===== src/tcid_ram.sv =====
// Generic simple dual-port RAM with one write port and a registered read port.
`timescale 1ns / 1ps

module tcid_ram #(
  parameter int WIDTH = 8,
  parameter int DEPTH = 64
) (
  input  logic                     clk_i,
  input  logic                     we_i,
  input  logic [$clog2(DEPTH)-1:0] waddr_i,
  input  logic [WIDTH-1:0]         wdata_i,
  input  logic                     re_i,
  input  logic [$clog2(DEPTH)-1:0] raddr_i,
  output logic [WIDTH-1:0]         rdata_o
);

  logic [WIDTH-1:0] mem_q [DEPTH];
  logic [WIDTH-1:0] rdata_q;

  always_ff @(posedge clk_i) begin
    if (we_i) begin
      mem_q[waddr_i] <= wdata_i;
    end
    if (re_i) begin
      rdata_q <= mem_q[raddr_i];
    end
  end

  assign rdata_o = rdata_q;

endmodule


===== config.mk =====
export PLATFORM = sky130hd
export DESIGN_NAME = tcid_ram
export DESIGN_NICKNAME = d
export VERILOG_FILES = /design/src/tcid_ram.sv
export SDC_FILE = /design/constraint.sdc
export NUM_CORES = 1
export LEC_CHECK = 0
export BUFFER_PORTS_ARGS = -buffer_cell sky130_fd_sc_hd__buf_2
export CAP_MARGIN = 20
export CORE_UTILIZATION = 35
export CTS_CLUSTER_SIZE = 10
export DETAILED_ROUTE_END_ITERATION = 16
export HOLD_SLACK_MARGIN = 0.08
export PLACE_DENSITY = 0.51
export SETUP_SLACK_MARGIN = 0.02
export SKIP_LAST_GASP = 1
export SYNTH_ARGS = -nofsm -noshare
export SYNTH_HDL_FRONTEND = slang
export SYNTH_SLANG_ARGS = --single-unit

===== constraint.sdc =====
create_clock -name clk_i -period 2.7 [get_ports clk_i]
set_clock_uncertainty 0.05 [all_clocks]
set_input_delay 0.54 -clock clk_i [delete_from_list [all_inputs] [get_ports clk_i]]
set_output_delay 0.54 -clock clk_i [all_outputs]
set_load 0.005 [all_outputs]

Yosys cells after proc, flatten, opt, wreduce, memory -nomap -nowiden:

Memory sizes are Yosys's and may differ from the RTL's. A register that Yosys moved wholly into a read port is not among the register bits.
Index checks and enable logic that the tools add are counted.

* flip-flop bits (word level): 0
* latch bits: 0
* RAM bits: 512
* ROM bits: 0
* input port bits: 23
* memories: 1

Memories
* mem_q: depth 64, width 8, rd ports 1, clocked after Yosys merged registers in 1, wr ports 1, line 17 `logic [WIDTH-1:0] mem_q [DEPTH];`

* add/subtract/negate cells: 0
* multipliers: 0
* div/mod/pow operators: 0
* $lt $le $gt $ge: 0
* equal/unequal tests: 0
* shift operators: 0
* multiplexer cells: 2
* bitwise gates (word level): 0
* reduce and logical (&&, ||, !) cells: 0

Operators by type and width (number)
* $mux W1: 2

Longest topological paths before layout:

Gate-level depths: netlist of run 1.

* word-level depth: 2
* gate-level depth with buffers: 9
* gate-level depth less buffers: 5

Worst setup path before layout of run 1:

OpenSTA, ideal clock, no wires.

* path kind: input-to-reg
* from: input port raddr_i[1]
* to: register rdata_q[3] (netlist: rdata_o[3]) (read register of mem_q), data pin
* setup time: 0.266 ns
* arrival: 2.080 ns
* slack: 0.304 ns
* cell stages on the path: 7
* buffers on the path: 3
* path through: buf_4 -> buf_2 -> buf_2 -> mux4_2 -> mux4_2 -> o21ai_1 -> o41ai_1

RTL lines
* start: declaration: line 13 `input logic [$clog2(DEPTH)-1:0] raddr_i,`
* end: declaration: line 18 `logic [WIDTH-1:0] rdata_q;`

==> results of run 1 <==
-- cells in the mapped netlist, drive strengths merged --
library cell    n  area [µm²]
a2111oi         2       17.52
a211oi          4       30.03
a21oi           3       15.01
a221oi          6       52.55
a22oi           3       22.52
a31oi           1       6.260
and2            1       6.260
buf            34       252.7
clkbuf         17       63.81
edfxtp        520       15610
mux2           13       146.4
mux2i          23       230.2
mux4          126        2838
nand2          19       71.32
nand2b          7       43.79
nand3          13       65.06
nand3b          3       22.52
nand4           2       12.51
nand4b          1       8.760
nor2           83       311.6
nor2b          14       87.58
nor3            7       35.03
nor4            2       12.51
o2111ai         3       26.28
o21a            2       15.01
o21ai           4       20.02
o221a           2       22.52
o221ai          8       70.07
o22ai           8       50.05
o2bb2ai         3       26.28
o311ai          1       8.760
o32ai           2       17.52
o41ai           2       17.52
or3             1       6.260
-- layer usage --
layer	vias to the layer above	share of wire, %	wire length [µm]	global-route usage (%)
li1	4268	-	-	-
met3	73	6.2	3083	4.010
met2	267	46	22980	26.39
met5	-	0.10	51	0
met1	5284	46	22670	24.67
met4	10	1.9	968	4.561
-- cell families after synthesis --
kind of cell	synth area share (%)
multiplexers	15.88
buffers and inverters	1.563
flip-flops	77.12
AND/OR/NAND/NOR	3.374
AO/OA/AOI/OAI	2.064
-- report_power, final --
part,switching (µW),internal [µW],leakage [µW]
Sequential,27.0,8960,0.00469
Combinational,537,379,0.00217
Clock,2880,3950,0.000763
Total,3440,13300,0.00762
-- area by class of cell --
| class | instances | area share [%] |
|---|---|---|
| antenna | 2 | 0.02102 |
| clock buffer | 66 | 6.311 |
| clock inverter | 6 | 0.2312 |
| multi-input combinational | 369 | 18.12 |
| sequential | 520 | 65.58 |
| tap | 756 | 3.973 |
| timing repair buffer | 169 | 5.754 |
-- state kept, by name, summed over array words and instances, names as in the netlist --
signal,cells
rdata_o,8
mem_q,512
-- worst paths after layout --
| kind | from | to | slack (ns) | cells past startpoint |
|---|---|---|---|---|
| setup / recovery | raddr_i[0] | rdata_o[3] | 0.33 | 6 |
| hold / removal | re_i | rdata_o[4] | 0.27 | 1 |
| setup reg to reg | mem_q[29][4] | rdata_o[4] | 0.43 | 5 |
| hold reg to reg | mem_q[22][2] | rdata_o[2] | 0.92 | 4 |
-- per-stage QoR --
step | worst slack, ns | area [µm²] | utilization [%]
6_report | 0.3318 | 23810 | 41.90
5_1_grt | 0.2544 | 23800 | 41.89
4_1_cts | 0.3645 | 23780 | 41.86
3_5_place_dp | -0.2852 | 22230 | 39.12
3_3_place_gp | -0.3100 | 22230 | 39.12
2_1_floorplan | 0.3037 | 20250 | -
-- cell usage in the layout (no fill, tap or decap), types with 2 or more instances in the layout --
cell and count:
nor4_1 2, clkbuf_1 7, nand4_1 2, a2111oi_0 2, buf_2 27, a221oi_1 6, o21ai_1 2, o221a_2 2
nand3_1 13, nand3b_1 3, mux4_2 126, o21ai_0 2, o32ai_1 2, o221ai_1 8, o21a_1 2, o2111ai_1 3
diode_2 2, o2bb2ai_1 3, a22oi_1 3, a21oi_1 3, clkbuf_16 59, o41ai_1 2, edfxtp_1 520, nor2b_1 14
mux2_2 13, a211oi_1 4, nand2b_1 7, buf_4 128, nand2_1 19, o22ai_1 8, nor2_1 83, mux2i_1 23
nor3_1 7, buf_12 13, clkinv_1 3
-- worst max-delay path, cell delays in order --
cell and delay [ns]:
clkbuf_8 0.25, buf_12 0.27, mux4_2 0.55, mux4_2 0.52, o21ai_1 0.32, o41ai_1 0.13
==> summary.txt, run 1 <==
Die
  • Die W: 242.5 µm
  • CORE AREA: 0.05682 mm²
  • FP Rows: 87
  • Die area: 0.05881 mm²
  • Die Ht: 242.5 µm
  • Initial Util: 35.63%
  • # IOs: 31

STA
  • Fmax: 422.3 MHz
  • Period utilization: 87.71%
  • WHS: 0.2699 ns
  • Setup TNS Final: 0 ns
  • Minimum clock period: 2.368 ns
  • Worst-Margin Slew: 0.8396 ns
  • Unrepaired setup endpoints after global routing: false
  • Fin. Hold Viols: 0
  • Max-slew headroom: 44.03%
  • Slew Limit Fails: 0
  • Final setup fails: 0

Drt
  • Post-route DRC: 0
  • Vias: 9902
  • Drt initial violations: 1089
  • Vias/cell: 5.245
  • DR pass1 iterations: 5
  • Wire per inst: 26.35 µm
  • WL final: 49750 µm
  • Number of nets with antenna violations after routing: 0

Worst setup path
  • Crit start category: input pin
  • Critical path class: input pin to flip-flop
  • Arrival time worst endpoint: 2.63 ns
  • CP max FO: 24
  • Critical Path RT: 2.97 ns
  • Setup crit end kind: flip-flop

Run
  • Max Cap Viol: 0

Cells and area
  • Multi-input gate area: 0.004315 mm²
  • Sequential standard cell area: 0.01562 mm²
  • Layout filler cell count: 4983
  • Share of cells above drive strength 1: 32.92%
  • Layout area overhead: 17.59%
  • Fin nets: 1142
  • Fin cells: 1888

Hold path
  • HP Class: input pin to flip-flop

Clock tree
  • Skew-Pair Late Insertion Delay: 0.60 ns
  • Clock Path Buffers: 3
  • CTS root buf: clkbuf_16
  • Hold-fix buffers, CTS: 0
  • Clock transition at path regs: 0.06 ns
  • CTS buffer count: 59
  • H-Tree Depth: 2
  • Post_cts resized: 0
  • CTS Sinks: 520
  • CTS tree: built
  • Setup Fix Bufs, Post-CTS: 0

Global routing
  • Vias in the first global route: 10.20k
  • Initial antenna violation count: 7
  • Largest net degree at the start of global routing: 65
  • Total track usage: 17.22%
  • First-pass GRT wire length: 72920 µm
  • GRT overflow: 0

Synth
  • Cell Area, Synth: 0.02025 mm²
  • Warnings, synthesis: 0
  • Post-synthesis cell type count: 39
  • Mapped Cells: 940
  • Register bit total from synthesis: 520
  • Mean post-synth cell area: 21.54 µm²
  • Sequential-to-total area share from yosys stat: 77.12%
  • Syn_nets: 963

Pwr
  • Max IR drop VDD: 0.5210 mV
  • Leakage: 0.007620 µW
  • PD cells: 702.7 mW/mm²
  • Power Total: 16730 µW

Placement
  • Placed insts: 1813
  • Buffers on Ports: 30
  • Hpwl dp: 32160 µm
  • Final Wtd Congestion: 0.8244

Outcome
  • Status: completed
Note: power is estimated with default switching activity, not from simulation.
==> run 2, diff against run 1 <==
==> constraint.sdc (replaced) <==
create_clock -name clk_i -period 2.38 [get_ports clk_i]
set_clock_uncertainty 0.05 [all_clocks]
set_input_delay 0.476 -clock clk_i [delete_from_list [all_inputs] [get_ports clk_i]]
set_output_delay 0.476 -clock clk_i [all_outputs]
set_load 0.005 [all_outputs]
==> summary.txt, run 2 (synthesis gave the netlist of run 1 again) <==
Global routing
  • Vias in the first global route: 10.50k
  • GRT overflow: 0
  • Initial antenna violation count: 7
  • First-pass GRT wire length: 72990 µm
  • Total track usage: 17.10%
  • Largest net degree at the start of global routing: 65

Clock tree
  • Clock transition at path regs: 0.06 ns
  • CTS tree: built
  • Skew-Pair Late Insertion Delay: 0.60 ns
  • Setup Fix Bufs, Post-CTS: 0
  • CTS root buf: clkbuf_16
  • H-Tree Depth: 2
  • CTS Sinks: 520
  • Clock Path Buffers: 3
  • CTS buffer count: 58

Cells and area
  • Fin nets: 1168
  • Cell area after layout: 0.02398 mm²
  • Fin cells: 1914
  • Utilization after layout: 42.20%
  • Most frequent cells in the layout: edfxtp_1 (520), buf_4 (156), mux4_2 (126)
  • Leading cell type in the layout, fill and taps excluded: edfxtp_1
  • Largest Register: mem_q
  • Largest register FFs: 512
  • Share of cells above drive strength 1: 34.72%
  • Layout area overhead: 18.42%

STA
  • Fmax: 440.2 MHz
  • Max-slew headroom: 50.83%
  • Slew Limit Fails: 0
  • Final setup fails: 0
  • Unrepaired setup endpoints after global routing: false
  • Fin. Hold Viols: 0
  • Worst-Margin Slew: 0.7376 ns
  • Minimum clock period: 2.272 ns
  • Period utilization: 95.46%

Die
  • Die Ht: 242.5 µm
  • Die area: 0.05881 mm²
  • # IOs: 31
  • Initial Util: 35.63%
  • Die W: 242.5 µm
  • FP Rows: 87
  • CORE AREA: 0.05682 mm²

Worst setup path
  • CP max FO: 14
  • CP cell instances: buf_4 > buf_4 > mux4_2 > nor2b_1 > a2111oi_1 > buf_4 > o41ai_1
  • Critical path class: input pin to flip-flop
  • Top cell by count, worst path: buf_4
  • Setup crit end kind: flip-flop
  • Arrival time worst endpoint: 2.55 ns
  • Crit-path max cell delay: 0.60 ns
  • Critical path's slowest cell: a2111oi_1
  • Critical Path RT: 2.66 ns
  • Worst path top cell family by delay: buffers and inverters
  • Worst path buffer plus inverter count: 3
  • Crit start category: input pin

Drt
  • Wire per inst: 25.76 µm
  • Post-route DRC: 0
  • Vias/cell: 5.212
  • DR pass1 iterations: 5
  • WL final: 49300 µm
  • Drt initial violations: 837
  • Number of nets with antenna violations after routing: 0
  • Vias: 9976

Placement
  • Hpwl dp: 32840 µm
  • Placed Area: 0.02244 mm²
  • Buffers on Ports: 30
  • Placed insts: 1841
  • Final Wtd Congestion: 0.8460

Hold path
  • HP Class: input pin to flip-flop

Outcome
  • Status: completed

Pwr
  • PD cells: 785.9 mW/mm²
  • Max IR drop VDD: 0.5262 mV
  • Leakage: 0.007729 µW

Run
  • Max Cap Viol: 0
-- run 2: changes by cell type in the layout (fill, tap and decap cells not counted) --
cell | previous run | this run
a2111oi_0 | 2 | 0
a2111oi_1 | 0 | 2
nor3_2 | 0 | 2
bufinv_16 | 1 | 0
clkbuf_1 | 7 | 5
buf_4 | 128 | 156
clkinv_1 | 3 | 1
nor3_1 | 7 | 5
buf_12 | 13 | 12
diode_2 | 2 | 6
-- run 2: path summary, 6_finish.rpt --
kind / startpoint / endpoint / slack (ns) / cells past startpoint
min: re_i / rdata_o[7] / 0.21 / 1
max: raddr_i[1] / rdata_o[5] / 0.11 / 7
min reg2reg: mem_q[27][4] / rdata_o[4] / 0.92 / 3
max reg2reg: mem_q[24][6] / rdata_o[6] / 0.14 / 5
-- run 2: what timing repair did --
| action | CTS | global route |
|---|---|---|
| endpoints found under the setup margin | 2 | 2 |
| hold buffers | 0 | 0 |
| resized for setup | 2 | 2 |
-- run 2: layout make-up --
type / instances / area, µm²
Timing Repair Buffer: 196 / 1560
Clock inverter: 3 / 17.52
Clock buffer: 64 / 1495
Multi-Input combinational cell: 369 / 4328
Fill cell: 5019 / 32850
Antenna cell: 6 / 15.01
Tap cell: 756 / 945.9
Sequential cell: 520 / 15620
-- run 2: routing by layer --
| layer | track usage, % | vias up | wire (µm) | share of wire (%) |
|---|---|---|---|---|
| met2 | 26.82 | 288 | 23100 | 47 |
| met4 | 4.114 | 4 | 765 | 1.6 |
| li1 | - | 4321 | - | - |
| met5 | 0 | - | 22 | 0.045 |
| met3 | 3.567 | 61 | 3070 | 6.2 |
| met1 | 24.35 | 5302 | 22340 | 45 |
-- run 2: stage by stage --
stage | setup slack [ns] | power, µW | setup TNS, ns | hold WS, ns
after global routing | 0.1040 | 19440 | 0 | 0.1897
after global placement | -0.6516 | 11440 | -3.483 | 0.8056
final | 0.1081 | 18840 | 0 | 0.2085
after floorplan | 0.04765 | 10910 | 0 | 0.5249
after CTS | 0.04922 | 19070 | 0 | 0.1637
after detailed placement | -0.5958 | 11450 | -3.473 | 0.8134
-- run 2: report_power, final --
part           total, µW  internal, µW  switching (µW)
registers          10200         10200            23.5
logic               1060           447             615
clock network       7600          4350            3250
total              18800         15000            3890
